<file path="src/sv/sc2x_pkg.sv">
// Shared constants and types of the Scale2x pixel upscaler.
package sc2x_pkg;

	localparam int MAX_WIDTH_DEF  = 4096;
	localparam int PIXEL_BITS_DEF = 32;
	localparam int MAX_ROWS       = 4096;
	localparam int QUEUE_DEPTH    = 4;
	localparam int CFG_IDX_W      = 2;
	localparam int CFG_DATA_W     = 13;

	localparam logic [12:0] FRAME_WIDTH_RST  = 13'd320;
	localparam logic [12:0] FRAME_HEIGHT_RST = 13'd240;

	typedef enum logic [CFG_IDX_W-1:0] {
		REG_FRAME_WIDTH  = 2'd0,
		REG_FRAME_HEIGHT = 2'd1,
		REG_PIXEL_FORMAT = 2'd2
	} cfg_reg_t;

	localparam logic MODE_PIXEL = 1'b0;
	localparam logic MODE_DRAIN = 1'b1;

	typedef struct packed {
		logic        is_drain;
		logic        emit;
		logic        has_upper;
		logic        last;
		logic        done;
		logic [11:0] brow;
	} item_ctrl_t;

endpackage

</file>
<file path="src/sv/sc2x_front.sv">
// Front end: configuration registers, raster counters and beat classification.
module sc2x_front
	import sc2x_pkg::*;
#(
	parameter int MAX_WIDTH  = MAX_WIDTH_DEF,
	parameter int PIXEL_BITS = PIXEL_BITS_DEF
) (
	input  logic                         clk,
	input  logic                         arst_n,
	input  logic                         cfg_valid,
	output logic                         cfg_ready,
	input  logic [CFG_IDX_W-1:0]         cfg_index,
	input  logic [CFG_DATA_W-1:0]        cfg_data,
	input  logic                         in_valid,
	output logic                         in_ready,
	input  logic                         in_mode,
	input  logic [31:0]                  in_pixel,
	output logic                         item_valid,
	input  logic                         item_ready,
	output item_ctrl_t                   item_ctrl,
	output logic [$clog2(MAX_WIDTH)-1:0] item_x,
	output logic [$clog2(MAX_WIDTH)-1:0] item_nxt,
	output logic [PIXEL_BITS-1:0]        item_px
);

	localparam int COL_W = $clog2(MAX_WIDTH);

	logic [12:0]      fw_q, fh_q;
	logic             fmt_q;
	logic [COL_W-1:0] col_q;
	logic [12:0]      row_q;
	logic             drain_q;

	logic [31:0]           fw32, fh32;
	logic [COL_W-1:0]      last_col;
	logic [11:0]           last_row;
	logic                  last, row_last, effective, accepted;
	logic [PIXEL_BITS-1:0] mask;

	always_comb begin
		fw32 = 32'(fw_q);
		fh32 = 32'(fh_q);
		if (fw32 == 32'd0) begin
			last_col = '0;
		end else if (fw32 > 32'(MAX_WIDTH)) begin
			last_col = COL_W'(MAX_WIDTH - 1);
		end else begin
			last_col = COL_W'(fw32 - 32'd1);
		end
		if (fh32 == 32'd0) begin
			last_row = '0;
		end else if (fh32 > 32'(MAX_ROWS)) begin
			last_row = 12'(MAX_ROWS - 1);
		end else begin
			last_row = 12'(fh32 - 32'd1);
		end
		last      = col_q == last_col;
		row_last  = row_q[11:0] == last_row;
		effective = drain_q ? (in_mode == MODE_DRAIN) : (in_mode == MODE_PIXEL);
		mask      = fmt_q ? {PIXEL_BITS{1'b1}} : PIXEL_BITS'(32'h0000_FFFF);
	end

	assign cfg_ready  = 1'b1;
	assign in_ready   = item_ready;
	assign item_valid = in_valid && effective;
	assign accepted   = in_valid && in_ready;

	assign item_ctrl.is_drain  = drain_q;
	assign item_ctrl.emit      = drain_q || (row_q != 13'd0);
	assign item_ctrl.has_upper = row_q >= 13'd2;
	assign item_ctrl.last      = last;
	assign item_ctrl.done      = drain_q && last;
	assign item_ctrl.brow      = 12'(row_q - 13'd1);
	assign item_x              = col_q;
	assign item_nxt            = last ? '0 : col_q + 1'b1;
	assign item_px             = in_pixel[PIXEL_BITS-1:0] & mask;

	always_ff @(posedge clk or negedge arst_n) begin
		if (!arst_n) begin
			fw_q    <= FRAME_WIDTH_RST;
			fh_q    <= FRAME_HEIGHT_RST;
			fmt_q   <= 1'b0;
			col_q   <= '0;
			row_q   <= '0;
			drain_q <= 1'b0;
		end else if (cfg_valid) begin
			case (cfg_index)
				REG_FRAME_WIDTH: begin
					fw_q    <= cfg_data;
					col_q   <= '0;
					row_q   <= '0;
					drain_q <= 1'b0;
				end
				REG_FRAME_HEIGHT: begin
					fh_q    <= cfg_data;
					col_q   <= '0;
					row_q   <= '0;
					drain_q <= 1'b0;
				end
				REG_PIXEL_FORMAT: begin
					fmt_q   <= cfg_data[0];
					col_q   <= '0;
					row_q   <= '0;
					drain_q <= 1'b0;
				end
				default: begin
				end
			endcase
		end else if (accepted && effective) begin
			if (drain_q) begin
				if (last) begin
					col_q   <= '0;
					row_q   <= '0;
					drain_q <= 1'b0;
				end else begin
					col_q <= col_q + 1'b1;
				end
			end else if (last) begin
				col_q <= '0;
				row_q <= row_q + 13'd1;
				if (row_last) begin
					drain_q <= 1'b1;
				end
			end else begin
				col_q <= col_q + 1'b1;
			end
		end
	end

endmodule

</file>
<file path="config.mk">
export PLATFORM = sky130hd
export DESIGN_NAME = sc2x_front
export DESIGN_NICKNAME = d
export VERILOG_FILES = /design/src/sv/sc2x_pkg.sv /design/src/sv/sc2x_front.sv
export SDC_FILE = /design/constraint.sdc
export NUM_CORES = 1
export LEC_CHECK = 0
export ABC_AREA = 1
export BUFFER_PORTS_ARGS = -buffer_cell sky130_fd_sc_hd__buf_2
export CORE_ASPECT_RATIO = 0.5
export CORE_MARGIN = 1
export CORE_UTILIZATION = 50
export DETAILED_ROUTE_END_ITERATION = 12
export HOLD_SLACK_MARGIN = 0.06
export PLACE_DENSITY = 0.73
export SLEW_MARGIN = 5
export SYNTH_ARGS = -nofsm -noshare
export SYNTH_HDL_FRONTEND = slang
export SYNTH_SLANG_ARGS = --single-unit
</file>
<file path="constraint.sdc">
create_clock -name clk -period 6.5 [get_ports clk]
set_input_delay 0.325 -clock clk [delete_from_list [all_inputs] [get_ports clk]]
set_output_delay 0.325 -clock clk [all_outputs]
set_load 0.02 [all_outputs]
</file>
## After elaboration in Yosys (flattened, before gate mapping)

Index checks and enable logic that the tools add are counted.

| storage, ports and cells | value |
|---|---|
| register bits | 53 |
| word-level logic and storage cells | 61 |

| operators by class | value |
|---|---|
| add/sub/neg operators | 5 |
| $lt $le $gt $ge | 3 |
| equal/unequal tests | 5 |
| muxes and demuxes | 23 |
| bitwise gates (word level) | 2 |
| reductions and logical operators | 17 |

Operators by type and width:

| operator | number |
|---|---|
| 12-bit two-way mux | 8 |
| 13-bit two-way mux | 6 |
| 12-bit by 1-bit subtractor with 12-bit output (second input constant) | 3 |
| 32-bit bitwise AND | 1 |
| 32-bit two-way mux | 1 |
| 13-bit > comparator (second input constant) | 2 |
| 13-bit logical NOT | 2 |
| 12-bit equality test | 2 |
| 13-bit by 1-bit adder with 13-bit output (second input constant) | 1 |
| 13-bit by 2-bit greater-or-equal comparator with 1-bit output (second input constant) | 1 |
| 13-bit nonzero test | 1 |
| 12-bit by 1-bit adder with 12-bit output (second input constant) | 1 |
| 1-bit two-way mux | 8 |
| 2-bit AND reduction | 4 |
| 1-bit logical AND | 4 |
| 2-bit nonzero test | 2 |
| 3-bit AND reduction | 1 |
| 3-bit OR reduction | 1 |
| 2-bit by 1-bit equality test with 1-bit output (second input constant) | 1 |
| 2-bit equality test (second input constant) | 1 |
| 2-bit logical NOT | 1 |
| 2-bit inequality test (second input constant) | 1 |
| 1-bit logical OR | 1 |
| 1-bit NOT | 1 |

## Depth between registers and ports, before layout

Gate-level depths: netlist of run 1.

| logic depth | value |
|---|---|
| word-level depth | 9 |
| gate-level depth with buffers | 20 |
| mapped depth without buffers | 20 |

## Worst setup path before layout of run 1

No wires, ideal clock.

| timing | value |
|---|---|
| kind | register to output |
| start point | register fw_q[0] |
| end point | output port item_nxt[9] |
| arrival time | 2.094 ns |
| data required time | 6.175 ns |
| slack | 4.081 ns |
| stages on the path, launching flop included | 17 |
| path buffers | 2 |
| cell sequence | dfrtp_1 -> inv_1 -> ha_1 -> nand2_2 -> nor2_4 -> nand2_2 -> nand2_4 -> buf_8 -> nand3_1 -> nand2_1 -> nor2_1 -> nand2_2 -> nor2_2 -> nand2_2 -> buf_4 -> nand3_1 -> inv_1 |

| on the way | value |
|---|---|
| cells in the longest elaborated chain, start to end | 5 |
| elaborated cells on any way between the ends | 7 |
| those cells by class | 1 x add/sub; 1 x order compare; 1 x eq/ne; 3 x mux; 1 x reduce/logical |

Ends and longest elaborated chain:

| what | RTL line | RTL |
|---|---|---|
| start, declared | sc2x_front.sv:28 | `logic [12:0] fw_q, fh_q;` |
| start signal, assigned | sc2x_front.sv:89 | `fw_q <= cfg_data;` |
| 12-bit by 1-bit subtractor with 12-bit output or 13-bit > comparator (tied branches) | sc2x_front.sv:48, sc2x_front.sv:45 |  |
| 12-bit two-way mux | sc2x_front.sv:45 | `end else if (fw32 > 32'(MAX_WIDTH)) begin` |
| 12-bit two-way mux (*) | sc2x_front.sv:43 | `if (fw32 == 32'd0) begin` |
| 12-bit equality test (*) | sc2x_front.sv:57 | `last = col_q == last_col;` |
| 12-bit two-way mux (*) | sc2x_front.sv:75 | `assign item_nxt = last ? '0 : col_q + 1'b1;` |
| end, declared | sc2x_front.sv:22 | `output logic [$clog2(MAX_WIDTH)-1:0] item_nxt,` |

Every way passes the cells marked *; elsewhere a longest branch is shown, timed or not.

## Worst setup path in the final report of run 1

| timing | value |
|---|---|
| start point | register fw_q[0] |
| end point | output port item_nxt[3] |

The elaborated chain is that of the path after synthesis.

==> results of run 1 <==
through the flow:
| stage | instance area [um2] | hold slack, ns | instances |
|---|---|---|---|
| 6_report | 5050 | 0.132 | 918 |
| 5_1_grt | 5050 | 0.212 | 918 |
| 4_1_cts | 5050 | 0.174 | 918 |
| 3_5_place_dp | 4880 | 0.468 | 910 |
| 3_3_place_gp | 4880 | 0.456 | 910 |
| 2_1_floorplan | 4520 | 0.0294 | 736 |
Yosys cell counts, drive strengths merged, types with 7 or more instances:
cell / number / area (um2)
nand2: 254 / 986
inv: 118 / 443
nand3: 82 / 438
nor2: 76 / 310
dfrtp: 47 / 1180
o21ai: 44 / 220
buf: 27 / 216
xor2: 20 / 175
clkbuf: 12 / 45.0
nand4: 11 / 68.8
o22ai: 8 / 50.1
ha: 7 / 87.6
nor3: 7 / 35.0
layout make-up:
| type | count | share of cell area [%] |
|---|---|---|
| clock buffer | 5 | 2.48 |
| clock inverter | 3 | 0.867 |
| inverter | 118 | 8.76 |
| multi-input combinational | 526 | 49.0 |
| sequential | 53 | 26.4 |
| tap | 117 | 2.90 |
| timing repair buffer | 96 | 9.56 |
metal layers:
layer / vias to the layer above / routed length, um
met1: 2101 / 5570
li1: 2389 / -
met2: 120 / 5010
met3: 13 / 524
met4: 0 / 129
met5: - / 0
kinds of logic (layout without fill, tap and decap cells):
family          after synthesis  count (layout)  share of synthesized area, %
other cells                   1               1                        0.0830
fa+ha+maj                     7               7                          1.94
xor+xnor                     21              21                          4.07
simple gates                435             435                          41.5
compound gates               62              62                          7.31
buf+inv                     157             222                          15.6
flops                        53              53                          29.5
critical path: stages, from the launching register on:
cell and delay [ns]:
dfrtp_1 0.38, inv_1 0.13, ha_1 0.27, nand2_2 0.11
nor2_4 0.19, nand2_2 0.08, nand2_4 0.18, nand3_1 0.19
nand2_1 0.11, nand2_1 0.05, nand2_1 0.11, nand3_1 0.10
nor2_2 0.10, nand2_2 0.24, nand3_1 0.20, inv_1 0.05
buf_2 0.15
power breakdown:
part / switching, mW / internal (mW)
clock network: 0.129 / 0.183
registers: 0.0485 / 0.369
logic: 0.350 / 0.173
sequential cells by signal, indices dropped and copies added (netlist names):
signal	count
fw_q	13
fh_q	13
drain_q	1
fmt_q	1
row_q	13
item_x	12
worst max-delay path by stage:
| stage | endpoint | depth (start not counted) |
|---|---|---|
| 3_3_place_gp | item_nxt[3] | 16 |
| 3_5_place_dp | item_nxt[3] | 16 |
| 2_1_floorplan | item_nxt[9] | 16 |
| 5_1_grt | item_nxt[4] | 16 |
| 6_report | item_nxt[3] | 16 |
| 4_1_cts | item_nxt[3] | 16 |
placed cells by master (no fill, tap or decap), types with 2 or more instances in the layout:
cell type	n
nor2_1	68
nand4_1	11
xor2_1	20
dfrtp_1	47
ha_1	7
a21oi_1	6
nand3_2	3
nand2_4	3
o22ai_1	8
o21ai_0	44
buf_2	95
nor3_1	7
nand2_1	247
dfstp_2	6
nand2_2	4
inv_1	118
clkbuf_16	5
nand3_1	78
nor3b_1	2
nor2_2	7
==> results_dict.tcl, run 1 <==
set metrics [dict create \
    numPortBuffers 95 \
    cts_resized 0 \
    grt_max_degree 54 \
    leakage_nw 3.02 \
    cts_buffers 5 \
    syn-mean-instance-area_um2 6.14 \
    cts_tree "yes" \
    use_met2_pct 39.7 \
    die_y_um 69.2 \
    layout_setup_ws_ns 3.21 \
    use_met1_pct 36.8 \
    ys_seq_elements 53 \
    num_antenna_cells 0 \
    cp.arrival_ns 2.97 \
    clk_latency_ns 0.30 \
    grt-ovfl-total 0 \
    end_kind "primary output" \
    cts_setup_buffers 0 \
    rows 24 \
    synthCells 736 \
    ff_latch_area_um2 1330 \
    slew_headroom_pct 31.6 \
    worst_clock_skew_ns 0.0119 \
    grt_pass1_wl_um 19300 \
    cts.sinks 53 \
    criticalPathCategory "reg -> out" \
    pre_cts_slack_ns 3.57 \
    cp-start-kind "register" \
    rrSetupSlack_ns 3.53 \
    hold_path.class "in -> async" \
    core-area_um2 8740 \
    syn2layout_area_growth_pct 11.9 \
    period_minus_slack_ns 3.29 \
    powerDensity_nw_per_um2 248 \
    reg2reg_from "fw_q[0]" \
    ys_types 34 \
    drv_cap 0 \
    boundaryPins 129 \
    grtUsageMet3_pct 4.53 \
    grt_pass1_vias 4090 \
    drv_slew 0 \
    final_core_util_pct 57.8 \
    vias 4623 \
    p_total_mw 1.25 \
    dp_hpwl_um 8570 \
    grt_usage_pct 25.6 \
    yosysSeqAreaShare_pct 29.5 \
    initial_core_util_pct 51.7 \
    crit_start "fw_q[0]" \
    grt_antenna_before_repair 0 \
    drt-initial-drc-count 388 \
    path_clk_slew_ns 0.07 \
    gp_congestion 0.916 \
    clockBufferDepth 2 \
    status "complete, no violations" \
    tightest_slew_ns 1.02 \
    postRouteAntennaNets 0 \
    via_per_inst 5.04 \
    ys_warn_count 0 \
    dieArea_um2 9440 \
    nNetsFinal 860 \
    drive_gt1_share_pct 16.2 \
    setup_viol 0 \
    async_flop_share_pct 100 \
    required_ns 6.17 \
    fmaxAchievable_mhz 304 \
    synth_area_um2 4520 \
    synth_top_flop_cell "dfrtp_1" \
    fillers 880 \
    grt.busiest_layer "met2" \
    reg2reg_depth 17 \
    finalSetupTns_ns 0 \
    worstPathMaxFanout 19 \
    wire_per_inst_um 12.2 \
    drc 0 \
    ir_worst_vdd_v 0.000172 \
    worstReg2RegEnd "row_q[1]" \
    synth_nets 796 \
    hold_violations 0 \
    dieWidth_um 136 \
    wl_um 11200 \
    min_period_over_period_pct 50.6 \
    multi_input_area_um2 2480 \
    htree_levels 2 \
    synth_edf_count 0 \
    first_pass_iters 5 \
    cts.hold.buffers_added 0 \
    cts_root_buf "clkbuf_16" \
    rsz0062_at_grt "false" \
]
(Power assumes the default switching activity.)
==> inputs of run 2 (changes only) <==
--- a/config.mk
+++ b/config.mk
@@ -9,10 +9,10 @@
 export BUFFER_PORTS_ARGS = -buffer_cell sky130_fd_sc_hd__buf_2
 export CORE_ASPECT_RATIO = 0.5
 export CORE_MARGIN = 1
-export CORE_UTILIZATION = 50
+export CORE_UTILIZATION = 48
 export DETAILED_ROUTE_END_ITERATION = 12
 export HOLD_SLACK_MARGIN = 0.06
-export PLACE_DENSITY = 0.73
+export PLACE_DENSITY = 0.74
 export SLEW_MARGIN = 5
 export SYNTH_ARGS = -nofsm -noshare
 export SYNTH_HDL_FRONTEND = slang
==> constraint.sdc (replaced) <==
create_clock -name clk -period 2.8 [get_ports clk]
set_input_delay 0.14 -clock clk [delete_from_list [all_inputs] [get_ports clk]]
set_output_delay 0.14 -clock clk [all_outputs]
set_load 0.02 [all_outputs]
==> results_dict.tcl, run 2 (same netlist as run 1, synthesis figures left out) <==
set metrics [dict create \
    status "complete, but fails checks" \
    violations "DRC" \
    cts_tree "yes" \
    crit_path_end "item_nxt[6]" \
    min_period_over_period_pct 96.3 \
    clockBufferDepth 2 \
    min_from "cfg_data[5]" \
    rows 24 \
    nNetsFinal 881 \
    wl_um 12100 \
    ir_worst_vdd_v 0.000273 \
    hold_path.class "in -> reg" \
    worst_clock_skew_ns 0.00743 \
    hold_violations 0 \
    leakage_nw 3.17 \
    num_antenna_cells 0 \
    grt_pass1_wl_um 19900 \
    layout_commonest_cell "nand2_1" \
    drt-initial-drc-count 294 \
    cp-start-kind "register" \
    htree_levels 2 \
    drv_slew 0 \
    clk_latency_ns 0.30 \
    drv_cap 0 \
    cts_root_buf "clkbuf_16" \
    dp_hpwl_um 9080 \
    wire_per_inst_um 12.9 \
    tightest_slew_ns 0.771 \
    reg2reg_depth 17 \
    fin_cells 939 \
    via_per_inst 5.10 \
    powerDensity_nw_per_um2 552 \
    crit_start "fw_q[5]" \
    final_cell_mix "nand2_1 (244), inv_1 (117), buf_2 (95), nand3_1 (73), nor2_1 (65)" \
    worstReg2RegEnd "row_q[8]" \
    dieWidth_um 139 \
    postLayoutCellArea_um2 5340 \
    p_total_mw 2.94 \
    grtUsageMet3_pct 3.25 \
    finalSetupTns_ns 0 \
    postRouteAntennaNets 0 \
    placed_cell_area_um2 4940 \
    gp_congestion 0.938 \
    top_regs "fh_q: 13 flops, fw_q: 13 flops, row_q: 13 flops" \
    reg2reg_from "fw_q[5]" \
    fillers 880 \
    path_clk_slew_ns 0.07 \
    grt.busiest_layer "met2" \
    slew_headroom_pct 48.4 \
    required_ns 2.66 \
    hold_ws_ns 0.103 \
    grt_max_degree 27 \
    boundaryPins 129 \
    grt_antenna_before_repair 0 \
    setup_viol 0 \
    dp.cells 917 \
    worstPathMaxFanout 12 \
    grt-ovfl-total 0 \
    criticalPathCategory "reg -> out" \
    vias 4787 \
    period_minus_slack_ns 2.70 \
    fmaxAchievable_mhz 371 \
    grt_pass1_vias 4290 \
    drc 8 \
    core-area_um2 8920 \
    use_met2_pct 43.0 \
    dieArea_um2 9830 \
    use_met1_pct 33.9 \
    rrSetupSlack_ns 0.16 \
    cts.sinks 53 \
    syn2layout_area_growth_pct 18.2 \
    die_y_um 70.6 \
    end_kind "primary output" \
    initial_core_util_pct 50.6 \
    numPortBuffers 95 \
    cts_buffers 5 \
    grt_usage_pct 24.9 \
    cp.arrival_ns 2.56 \
    drive_gt1_share_pct 20.2 \
    first_pass_iters 9 \
]
-- run 2: layer usage --
layer	up-vias	part of all wire (%)
met5	-	0
met4	0	0.89
met3	18	4.5
met2	118	46
met1	2215	48
li1	2436	-
-- run 2: worst min-delay path by stage --
stage / to / slack (ns) / cells after the start
floorplan: drain_q / -0.16 / 0
global placement: row_q[2] / 0.16 / 1
detailed placement: row_q[2] / 0.16 / 1
CTS: fh_q[5] / 0.11 / 3
global route: fh_q[4] / 0.12 / 3
finish: fh_q[5] / 0.10 / 3
-- run 2: cell type report --
cell class	instances	area, um2	share of cell area [%]
clock buffer	6	139	2.60
clock inverter	2	16.3	0.305
inverter	118	443	8.30
multi-input combinational	528	2620	49.0
sequential	53	1340	25.0
tap	117	146	2.74
timing repair buffer	115	641	12.0
-- run 2: stage by stage --
| step | setup slack [ns] | utilization, % |
|---|---|---|
| final | 0.103 | 59.9 |
| after floorplan | 0.566 | - |
| after detailed placement | 0.144 | 55.4 |
| after global placement | 0.226 | 55.4 |
| after global routing | -0.0484 | 59.9 |
| after CTS | 0.000359 | 57.3 |
-- run 2: repair_timing --
item | CTS | global route
cloned | 0 | 2
endpoints found under the setup margin | 12 | 27
endpoints found under the hold margin | 19 | 0
pin swaps | 0 | 5
hold buffers | 1 | 0
buffers inserted | 0 | 11
resized for setup | 1 | 27
-- run 2: worst max-delay path, cell delays in order (launching register included) --
cell and delay [ns]:
dfrtp_2 0.44, nor2_4 0.14, nand2_1 0.11, nor2_4 0.22, nand3_4 0.19, nand2_1 0.15, nand2_1 0.08, nand2_1 0.07
nand2_1 0.06, nor2_1 0.10, nand2_1 0.10, nor2_4 0.16, nand2_4 0.14, nand3_2 0.10, inv_1 0.04, buf_2 0.15
-- run 2: where the power goes --
part	leakage, nW	switching [mW]	internal (mW)
logic	2.41	0.855	0.455
registers	0.682	0.113	0.857
clock network	0.0735	0.305	0.360
