File: src/sv/sc2x_fifo.sv
// Short queue between the classifying front and the filter back end.
module sc2x_fifo #(
	parameter int WIDTH = 64,
	parameter int DEPTH = 4
) (
	input  logic             clk,
	input  logic             arst_n,
	input  logic             in_valid,
	output logic             in_ready,
	input  logic [WIDTH-1:0] in_data,
	output logic             out_valid,
	input  logic             out_ready,
	output logic [WIDTH-1:0] out_data
);

	localparam int PTR_W = $clog2(DEPTH);
	localparam int CNT_W = $clog2(DEPTH + 1);

	logic [WIDTH-1:0] slot_q [DEPTH];
	logic [PTR_W-1:0] wr_ptr_q, rd_ptr_q;
	logic [CNT_W-1:0] count_q;
	logic             push, pop;

	assign in_ready  = count_q != CNT_W'(DEPTH);
	assign out_valid = count_q != '0;
	assign out_data  = slot_q[rd_ptr_q];
	assign push      = in_valid && in_ready;
	assign pop       = out_valid && out_ready;

	always_ff @(posedge clk or negedge arst_n) begin
		if (!arst_n) begin
			wr_ptr_q <= '0;
			rd_ptr_q <= '0;
			count_q  <= '0;
		end else begin
			if (push) begin
				wr_ptr_q <= (wr_ptr_q == PTR_W'(DEPTH - 1)) ? '0 : wr_ptr_q + 1'b1;
			end
			if (pop) begin
				rd_ptr_q <= (rd_ptr_q == PTR_W'(DEPTH - 1)) ? '0 : rd_ptr_q + 1'b1;
			end
			if (push && !pop) begin
				count_q <= count_q + 1'b1;
			end else if (pop && !push) begin
				count_q <= count_q - 1'b1;
			end
		end
	end

	always_ff @(posedge clk) begin
		if (push) begin
			slot_q[wr_ptr_q] <= in_data;
		end
	end

endmodule

File: config.mk
export PLATFORM = sky130hd
export DESIGN_NAME = sc2x_fifo
export DESIGN_NICKNAME = d
export VERILOG_FILES = /design/src/sv/sc2x_fifo.sv
export SDC_FILE = /design/constraint.sdc
export NUM_CORES = 1
export LEC_CHECK = 0
export BUFFER_PORTS_ARGS = -buffer_cell sky130_fd_sc_hd__buf_2
export CAP_MARGIN = 15
export CORE_MARGIN = 2
export CORE_UTILIZATION = 50
export CTS_CLUSTER_DIAMETER = 50
export CTS_CLUSTER_SIZE = 10
export DETAILED_ROUTE_END_ITERATION = 10
export PLACE_DENSITY_LB_ADDON = 0.3
export SETUP_SLACK_MARGIN = 0.1
export SLEW_MARGIN = 20
export SYNTH_ARGS = -nofsm -noshare
export SYNTH_HDL_FRONTEND = slang
export SYNTH_SLANG_ARGS = --single-unit
File: constraint.sdc
create_clock -name clk -period 5 [get_ports clk]
set_input_delay 0.5 -clock clk [delete_from_list [all_inputs] [get_ports clk]]
set_output_delay 0.5 -clock clk [all_outputs]
set_load 0.01 [all_outputs]
Word level (Yosys, flattened, before mapping)

Memory sizes are Yosys's and may differ from the RTL's.
Index checks and enable logic that the tools add are counted.

Flip-flop bits (word level): 7
Input bits: 68
Memories kept: 1
Word-level logic and storage cells: 25
Memory bits (writable): 256
Output and inout port bits: 66

Memory list:

| memory | depth | bits a word | read ports | clocked after Yosys merged registers in | wr ports | RTL line | text |
|---|---|---|---|---|---|---|---|
| slot_q | 4     | 64          | 1          | 0                                       | 1        | 19       | `logic [WIDTH-1:0] slot_q [DEPTH];` |

Muxes and demuxes: 6
Reduce and logical (&&, ||, !) cells: 8
$add $sub $neg: 4
Equal/unequal tests: 3

Operators with widths:

| operator              | number |
|---|---|
| $mux W3               | 2 |
| $add A2 B1 Y2 const B | 2 |
| $eq A2 B2 Y1 const B  | 2 |
| $logic_and A1 B1 Y1   | 4 |
| $mux W2               | 2 |
| $add A3 B1 Y3 const B | 1 |
| $ne A3 B3 Y1 const B  | 1 |
| $reduce_bool A3 Y1    | 1 |
| $sub A3 B1 Y3 const B | 1 |
| $logic_not A1 Y1      | 2 |
| $mux W1               | 2 |
| $reduce_bool A2 Y1    | 1 |

Longest topological paths before layout

Gate-level depths: netlist (run 1).

Word-level depth: 6
Gate-level depth with buffers: 8
Gate-level depth less buffers: 8

Least setup slack after synthesis (run 1)

OpenSTA, ideal clock, no wires.

Path type: input to register
From: input port in_valid
To: memory slot_q[0][0] (enable)
Library setup time: 0.429 ns
Buffers on the path: 0
Arrival: 2.407 ns
Required time: 4.571 ns
Path slack: 2.164 ns
Stages on the path: 2
Path through: a21boi_1 -> and2_1

Longest elaborated chain between the ends: 3

Ends and longest elaborated chain:

| what                          | RTL line | text |
|---|---|---|
| start, declared               | 8        | `input logic in_valid,` |
| $logic_and A1 B1 Y1           | 27       | `assign push = in_valid && in_ready;` |
| $mux W1                       | 51       | `if (push) begin` |
| $mux W1 (not written as such) | 52       | `slot_q[wr_ptr_q] <= in_data;` |
| end, declared                 | 19       |  |

Every way passes these cells.

Final worst setup path (run 1)

From: register rd_ptr_q[0]
To: output port out_data[27]

Longest elaborated chain between the ends: 1

Ends and longest elaborated chain:

| what                   | RTL line | text |
|---|---|---|
| start, declared        | 20       | `logic [PTR_W-1:0] wr_ptr_q, rd_ptr_q;` |
| start signal, assigned | 40       | `rd_ptr_q <= (rd_ptr_q == PTR_W'(DEPTH - 1)) ? '0 : rd_ptr_q + 1'b1;` |
| $mem_v2 Z4 W64         | n/a      |  |
| end, declared          | 13       | `output logic [WIDTH-1:0] out_data` |

Every way passes these cells.

==> impl_metrics.env, run 1 <==
export IMPL_drive_gt1_frac=0.443
export IMPL_p_leak_nw=3.92
export IMPL_path_clk_slew_ns=0.05
export IMPL_finalWorstSetupSlack_ns=1.89
export IMPL_critPathArrivalTime_ns=2.61
export IMPL_cts_buffer_depth=3
export IMPL_vias=4357
export IMPL_vias_per_cell=5.38
export IMPL_path_delay_family="buffers and inverters"
export IMPL_clockRootBuffer="clkbuf_16"
export IMPL_cts_made_buffers=30
export IMPL_setup_viol=0
export IMPL_grt_max_degree=67
export IMPL_endpoint_kind="output port"
export IMPL_io_buffers=133
export IMPL_placed_cell_area_mm2=0.0106
export IMPL_critPathKind="register to output port"
export IMPL_yosys_top_cells_area="edfxtp_1, mux4_2, dfrtp_1, ha_1, buf_6"
export IMPL_post_place_ws_ns=2.09
export IMPL_layout_commonest_cell="edfxtp_1"
export IMPL_fp_row_count=50
export IMPL_synth_top_area_frac=0.796
export IMPL_route_detailed_drc=0
export IMPL_place_congestion=0.723
export IMPL_rrSetupSlack_ns=2.61
export IMPL_finalHoldViolCount=0
export IMPL_synth_avg_cell_area_um2=26.0
export IMPL_tightest_slew_ns=1.03
export IMPL_peakVddDrop_mv=0.370
export IMPL_nNetsFinal=600
export IMPL_critical_path_depth=4
export IMPL_post_cts_resized=0
export IMPL_htree_levels=1
export IMPL_worstPathBufferInverterCount=3
export IMPL_cts_tree="done"
export IMPL_start_util=0.513
export IMPL_synth_area_leader_cell="edfxtp_1"
export IMPL_gr_total_overflow=0
export IMPL_design_portCount=134
export IMPL_grt_pass1_wl_mm=25.4
export IMPL_min_path_type="input pin to register"
export IMPL_crit_path_top_delay_cell="dfrtp_4"
export IMPL_hold_depth=1
export IMPL_final_antenna_net_count=0
export IMPL_cp_start_kind="register"
export IMPL_max_freq_ghz=0.321
export IMPL_drv_slew=0
export IMPL_post_cts_buffers=0
export IMPL_drt_pass1_iterations=4
export IMPL_syn_nets=446
export IMPL_worst_r2r_cell_count=3
export IMPL_cp_max_fo=35
export IMPL_die_height_um=143
export IMPL_reg2reg_from="count_q[0]"
export IMPL_worstPathCellList="buf_16 -> buf_4 -> mux4_2 -> buf_2"
export IMPL_worstHoldEndpoint="slot_q[3][8]"
export IMPL_clock_latency_ns=0.53
export IMPL_cap_violations=0
export IMPL_antenna_found_initial=1
export IMPL_place_inst=751
export IMPL_hpwl_mm=9.05
export IMPL_status="complete, no violations"
export IMPL_wl_mm=16.7
export IMPL_ys_types=18
export IMPL_r2r_end="slot_q[2][24]"
export IMPL_final_cell_area_mm2=0.0115
export IMPL_avgRoutedWirePerCell_um=20.7
export IMPL_ys_seq_area_frac=0.814
export IMPL_drt_initial_drc_count=277
export IMPL_netlist_area_mm2=0.00966
export IMPL_min_period_ns=3.11
export IMPL_grt_use_total=0.164
export IMPL_skew_ns=0.00800
export IMPL_dieWidth_um=143
export IMPL_grt_pass1_vias=4643
export IMPL_area_growth_pct=19.0
export IMPL_numClockSinks=263
export IMPL_required_ns=4.50
export IMPL_core_mm2=0.0188
export IMPL_ys_ff_latch=263
export IMPL_max_slew_margin=0.313
export IMPL_slowest_delay_ns=0.70
export IMPL_dieArea_mm2=0.0204
export IMPL_syn_instance_count=371
export IMPL_min_from="in_data[8]"
export IMPL_instances_no_fill=810
export IMPL_hold_slack_ns=0.182
export IMPL_rsz0062_at_grt="false"
export IMPL_power_density_mw_per_mm2=602
export IMPL_yosysWarnings=0
export IMPL_setup_total_negative_slack_ns=0
export IMPL_most_common_layout_cells="edfxtp_1, buf_2, mux4_2"
export IMPL_fin_crit_sh=0.623
-- cell type report --
cell class,instances,area (µm²)
diodes,1,2.50
clock buffers,55,876
clock inverters,1,5.00
fillers,1344,7340
inverters,3,11.3
multi-input cells,91,1690
flip-flops and latches,263,7870
well taps,260,325
repair buffers,136,711
-- where the power goes --
| part | switching (mW) | total [mW] | internal [mW] |
|---|---|---|---|
| registers | 0.273 | 3.20 | 2.93 |
| logic | 0.887 | 1.78 | 0.893 |
| clock network | 0.773 | 1.94 | 1.16 |
-- metrics by stage --
stage               total power, mW   util
floorplan                      4.39      -
global placement               5.00  0.561
detailed placement             5.05  0.561
CTS                            7.00  0.609
global route                   7.25  0.610
finish                         6.92  0.610
-- registers in the layout, indices dropped and copies added (netlist names) --
signal	cells
count_q	3
rd_ptr_q	2
slot_q	256
wr_ptr_q	2
-- logic make-up after synthesis --
| logic type | count (synthesis) | share of synthesized area |
|---|---|---|
| fa+ha+maj | 7 | 0.00984 |
| simple gates | 11 | 0.00557 |
| flops | 263 | 0.814 |
| mux | 69 | 0.155 |
| buf+inv | 17 | 0.0120 |
| compound gates | 1 | 0.000777 |
| xor+xnor | 3 | 0.00272 |
-- timing repair --
| action | CTS | global route |
|---|---|---|
| hold buffers | 1 | 0 |
| setup endpoints to repair | 0 | 0 |
| endpoints found under the hold margin | 7 | 0 |
-- cell usage after synthesis --
cell type,n
xor2_1,2
or3_1,1
fa_1,1
nor2_1,4
a21boi_1,1
buf_2,6
buf_6,5
dfrtp_1,7
buf_4,2
and2_1,4
xnor2_1,1
inv_1,3
ha_1,6
nand2_1,2
mux4_2,64
edfxtp_1,256
clkbuf_1,1
mux2_2,5
-- routing by layer --
layer / up-vias / track usage / wire, µm
met4: 0 / 0.0412 / 268
met2: 138 / 0.277 / 8570
met5: - / 0 / 0
met1: 2291 / 0.218 / 6940
li1: 1899 / - / -
met3: 29 / 0.0372 / 965
-- worst reg2reg max path: cells and delay by family (launching register included) --
kind	cells	cell delay, ns
AO/OA/AOI/OAI	1	0.53
AND/OR/NAND/NOR	2	1.04
flip-flops	1	0.42
-- how the worst max path moves through the flow --
| stage | to | startpoint |
|---|---|---|
| 2_1_floorplan | slot_q[0][0] | in_valid |
| 3_3_place_gp | out_data[37] | rd_ptr_q[0] |
| 3_5_place_dp | out_data[37] | rd_ptr_q[0] |
| 4_1_cts | out_data[37] | rd_ptr_q[0] |
| 5_1_grt | out_data[37] | rd_ptr_q[0] |
| 6_report | out_data[27] | rd_ptr_q[0] |
Power figures use the tool's default switching activity.
==> run 2: changes to the inputs <==
Clock period 5 ns to 2.55 ns, I/O delays scaled along.
==> run 2 against run 1 <==
Final cell count grew 8.5%. Cell area up 7.3%. Critical endpoint is now count_q[2]. Die area did not move.
==> impl_metrics.env, run 2 (same netlist as run 1, synthesis figures left out) <==
export IMPL_clockRootBuffer="clkbuf_16"
export IMPL_worst_r2r_cell_count=8
export IMPL_hpwl_mm=10.5
export IMPL_post_place_ws_ns=0.257
export IMPL_grt_use_total=0.178
export IMPL_cp_max_fo=4
export IMPL_max_freq_ghz=0.436
export IMPL_min_period_ns=2.29
export IMPL_area_growth_pct=27.7
export IMPL_drt_initial_drc_count=274
export IMPL_route_detailed_drc=0
export IMPL_fill_cells=1252
export IMPL_max_slew_margin=0.660
export IMPL_p_leak_nw=4.29
export IMPL_drive_gt1_frac=0.419
export IMPL_start_util=0.513
export IMPL_htree_levels=1
export IMPL_antenna_found_initial=0
export IMPL_core_mm2=0.0188
export IMPL_cp_start_kind="register"
export IMPL_finalWorstSetupSlack_ns=0.256
export IMPL_grt_pass1_vias=5085
export IMPL_drt_pass1_iterations=4
export IMPL_setup_total_negative_slack_ns=0
export IMPL_largest_register="slot_q"
export IMPL_vias=4627
export IMPL_rsz0062_at_grt="false"
export IMPL_power_density_mw_per_mm2=1120
export IMPL_grt_pass1_wl_mm=27.4
export IMPL_avgRoutedWirePerCell_um=20.1
export IMPL_fin_crit_sh=0.899
export IMPL_layout_commonest_cell="edfxtp_1"
export IMPL_dieWidth_um=143
export IMPL_tightest_slew_ns=0.510
export IMPL_clock_latency_ns=0.53
export IMPL_cts_buffer_depth=3
export IMPL_rrSetupSlack_ns=0.26
export IMPL_critPathKind="register to register"
export IMPL_nNetsFinal=680
export IMPL_path_clk_slew_ns=0.05
export IMPL_skew_ns=0.00747
export IMPL_grt_max_degree=38
export IMPL_cts_tree="done"
export IMPL_endpoint_kind="register"
export IMPL_final_cell_area_mm2=0.0123
export IMPL_cts_made_buffers=30
export IMPL_min_path_type="input pin to asynchronous set/reset pin"
export IMPL_status="complete, no violations"
export IMPL_design_portCount=134
export IMPL_fp_row_count=50
export IMPL_r2r_end="count_q[2]"
export IMPL_place_congestion=0.704
export IMPL_setup_viol=0
export IMPL_io_buffers=133
export IMPL_cap_violations=0
export IMPL_numClockSinks=263
export IMPL_gr_total_overflow=0
export IMPL_total_power_mw=13.9
export IMPL_vias_per_cell=5.26
export IMPL_required_ns=2.99
export IMPL_wl_mm=17.6
export IMPL_final_antenna_net_count=0
export IMPL_most_common_layout_cells="edfxtp_1, buf_2, dlygate4sd3_1"
export IMPL_peakVddDrop_mv=0.721
export IMPL_finalHoldViolCount=0
export IMPL_dieArea_mm2=0.0204
export IMPL_reg_top3="slot_q: 256 flops, count_q: 3 flops"
export IMPL_drv_slew=0
export IMPL_placed_cell_area_mm2=0.0108
export IMPL_die_height_um=143
export IMPL_reg2reg_from="count_q[0]"
export IMPL_critPathArrivalTime_ns=2.73
export IMPL_largest_reg_flops=256
run 2: cell types whose count changed in the layout (fill, tap and decap cells not counted), sizes merged:
cell and change:
dlygate4sd3 +64, buf +16, clkbuf -11
run 2: cell type report:
cell class                 instances  area (µm²)  share of cell area
inverter                           3        11.3            0.000913
sequential                       263        7870               0.638
timing repair buffer             216        1590               0.129
clock inverter                     1        3.75            0.000304
antenna                            1        2.50            0.000203
clock buffer                      44         835              0.0677
tap                              260         325              0.0264
multi-input combinational         91        1690               0.137
run 2: what timing repair did:
action / in CTS / in global routing
setup buffers: 4 / 1
resized for setup: 0 / 1
hold endpoints to repair: 263 / 0
setup endpoints to repair: 44 / 9
hold buffers: 65 / 0
run 2: worst max-delay path by stage:
stage / startpoint / end / slack (ns)
after CTS: rd_ptr_q[1] / out_data[16] / 0.14
after detailed placement: count_q[0] / count_q[2] / 0.26
after global routing: count_q[0] / count_q[2] / 0.13
after global placement: count_q[1] / count_q[2] / 0.45
final: count_q[0] / count_q[2] / 0.26
after floorplan: count_q[0] / slot_q[0][0] / 0.44
run 2: power by group:
part | switching (mW) | internal (mW)
sequential | 0.306 | 5.72
clock | 1.47 | 2.21
combinational | 2.09 | 2.06
total | 3.87 | 9.99
run 2: metrics by stage:
stage                      util  hold WS (ns)  cells
after detailed placement  0.572        0.0968    763
final                     0.655        0.0894    879
after global placement    0.572        0.0926    763
after global routing      0.655        0.0905    878
after floorplan               -       -0.0406    371
after CTS                 0.653        0.0670    877
run 2: metal layers:
| metal | vias up | share of wire | global-route usage |
|---|---|---|---|
| met5 | - | 0 | 0 |
| met4 | 0 | 0.020 | 0.0479 |
| met3 | 34 | 0.066 | 0.0453 |
| met2 | 155 | 0.49 | 0.293 |
| met1 | 2376 | 0.42 | 0.240 |
| li1 | 2062 | - | - |
run 2: worst max-delay path: stages, from the launching register on:
cell	delay (ns)
dfrtp_1	0.44
or3_1	0.42
nand2_1	0.18
ha_1	0.23
inv_1	0.07
fa_1	0.40
xor2_1	0.19
nor2_1	0.12
xor2_1	0.17
==> run 3: changes to the inputs <==
Settings changed: SLEW_MARGIN 20 to default.
Clock period 2.55 ns to 2.6 ns, I/O delays scaled along.
==> run 3 against run 2 <==
Via count rose by 1.4%. Routed wire length grew 0.64%. Die area unchanged. First-iteration DRC count fell by 28%. Cell area about the same. Core utilization is essentially flat. Clock power up 2%. Critical endpoint is now out_data[49]. Largest power group unchanged.
==> impl_metrics.env, run 3 (same netlist as run 1, synthesis figures left out) <==
export IMPL_reg2reg_from="count_q[1]"
export IMPL_endpoint_kind="output port"
export IMPL_largest_reg_flops=256
export IMPL_dieArea_mm2=0.0204
export IMPL_avgRoutedWirePerCell_um=20.0
export IMPL_finalHoldViolCount=0
export IMPL_cap_violations=0
export IMPL_drive_gt1_frac=0.426
export IMPL_placed_cell_area_mm2=0.0107
export IMPL_die_height_um=143
export IMPL_numClockSinks=263
export IMPL_min_period_ns=2.30
export IMPL_crit_start="rd_ptr_q[0]"
export IMPL_path_clk_slew_ns=0.05
export IMPL_most_common_layout_cells="edfxtp_1, buf_2, dlygate4sd3_1"
export IMPL_hpwl_mm=10.4
export IMPL_tightest_slew_ns=0.518
export IMPL_cp_max_fo=23
export IMPL_power_density_mw_per_mm2=1110
export IMPL_critPathArrivalTime_ns=2.04
export IMPL_drt_initial_drc_count=197
export IMPL_htree_levels=1
export IMPL_grt_use_total=0.173
export IMPL_start_util=0.513
export IMPL_clockRootBuffer="clkbuf_16"
export IMPL_skew_ns=0.0138
export IMPL_required_ns=2.34
export IMPL_max_freq_ghz=0.434
export IMPL_fin_crit_sh=0.886
export IMPL_critPathKind="register to output port"
export IMPL_nNetsFinal=686
export IMPL_cts_made_buffers=31
export IMPL_reg_top3="slot_q: 256 flops, count_q: 3 flops"
export IMPL_fill_cells=1263
export IMPL_rsz0062_at_grt="false"
export IMPL_design_portCount=134
export IMPL_io_buffers=133
export IMPL_setup_viol=0
export IMPL_place_congestion=0.735
export IMPL_regArea_mm2=0.00787
export IMPL_vias_per_cell=5.29
export IMPL_post_cts_resized=0
export IMPL_finish_utilization=0.655
export IMPL_core_mm2=0.0188
export IMPL_antenna_found_initial=1
export IMPL_route_detailed_drc=0
export IMPL_gr_total_overflow=0
export IMPL_cts_tree="done"
export IMPL_clock_latency_ns=0.53
export IMPL_grt_pass1_vias=5004
export IMPL_drv_slew=0
export IMPL_final_cell_area_mm2=0.0123
export IMPL_final_antenna_net_count=0
export IMPL_setup_total_negative_slack_ns=0
export IMPL_multi_input_area_mm2=0.00169
export IMPL_p_leak_nw=4.31
export IMPL_cp_start_kind="register"
export IMPL_status="complete, no violations"
export IMPL_total_power_mw=13.7
export IMPL_min_path_type="input pin to asynchronous set/reset pin"
export IMPL_max_slew_margin=0.655
export IMPL_peakVddDrop_mv=0.660
export IMPL_layout_commonest_cell="edfxtp_1"
export IMPL_dieWidth_um=143
export IMPL_drt_pass1_iterations=5
export IMPL_largest_register="slot_q"
export IMPL_grt_max_degree=37
export IMPL_finalWorstSetupSlack_ns=0.296
export IMPL_area_growth_pct=27.8
export IMPL_cts_buffer_depth=3
export IMPL_post_place_ws_ns=0.479
export IMPL_wl_mm=17.7
export IMPL_vias=4691
export IMPL_fp_row_count=50
export IMPL_grt_pass1_wl_mm=26.8
==> run 3: changes by cell type in the layout (fill, tap and decap cells not counted) <==
cell       before  now
buf_4           7   16
buf_12          9    6
inv_6           0    2
a21boi_1        0    1
a21boi_2        1    0
buf_16          1    0
buf_6           0    1
buf_8           1    0
bufinv_16       0    1
clkbuf_1       12   11
clkbuf_8        1    0
clkinv_2        0    1
==> run 3: worst paths after layout <==
| kind | end | slack [ns] | depth (start not counted) |
|---|---|---|---|
| setup / recovery | out_data[49] | 0.30 | 3 |
| hold / removal | count_q[1] | 0.08 | 2 |
| setup reg to reg | count_q[2] | 0.44 | 8 |
| hold reg to reg | count_q[2] | 0.54 | 1 |
| max in group asynchronous | rd_ptr_q[1] | 2.34 | 2 |
| min in group clk | rd_ptr_q[0] | 0.15 | 3 |
==> run 3: repair_timing <==
action / 4_1_cts / 5_1_grt
hold endpoints to repair: 263 / 0
buffers inserted: 1 / 7
hold buffers: 65 / 0
endpoints found under the setup margin: 46 / 26
==> run 3: layer usage <==
layer,vias up,share of wire,wire (µm),track usage
li1,2071,-,-,-
met1,2436,0.41,7330,0.230
met2,152,0.51,8970,0.297
met3,32,0.062,1100,0.0376
met4,0,0.019,345,0.0438
met5,-,0,0,0
==> run 3: power by group <==
group	switching, mW	internal, mW	total (mW)
clock network	1.48	2.26	3.74
registers	0.314	5.61	5.92
logic	2.03	2.00	4.03
==> run 3: per-stage QoR <==
step	hold WS [ns]	instances
after floorplan	-0.0356	371
after detailed placement	0.105	765
after global routing	0.0860	886
after global placement	0.0993	765
final	0.0785	886
after CTS	0.0661	878
==> run 3: worst max-delay path, cell delays in order (launching register included) <==
cell and delay (ns):
dfrtp_4 0.54, buf_12 0.26, mux4_2 0.54, buf_2 0.16
==> run 3: layout make-up <==
cell class,count,share of cell area
clock inverter,5,0.00456
antenna,1,0.000203
clock buffer,42,0.0662
timing repair buffer,221,0.127
inverter,3,0.000913
multi-input combinational,91,0.137
tap,260,0.0264
sequential,263,0.638
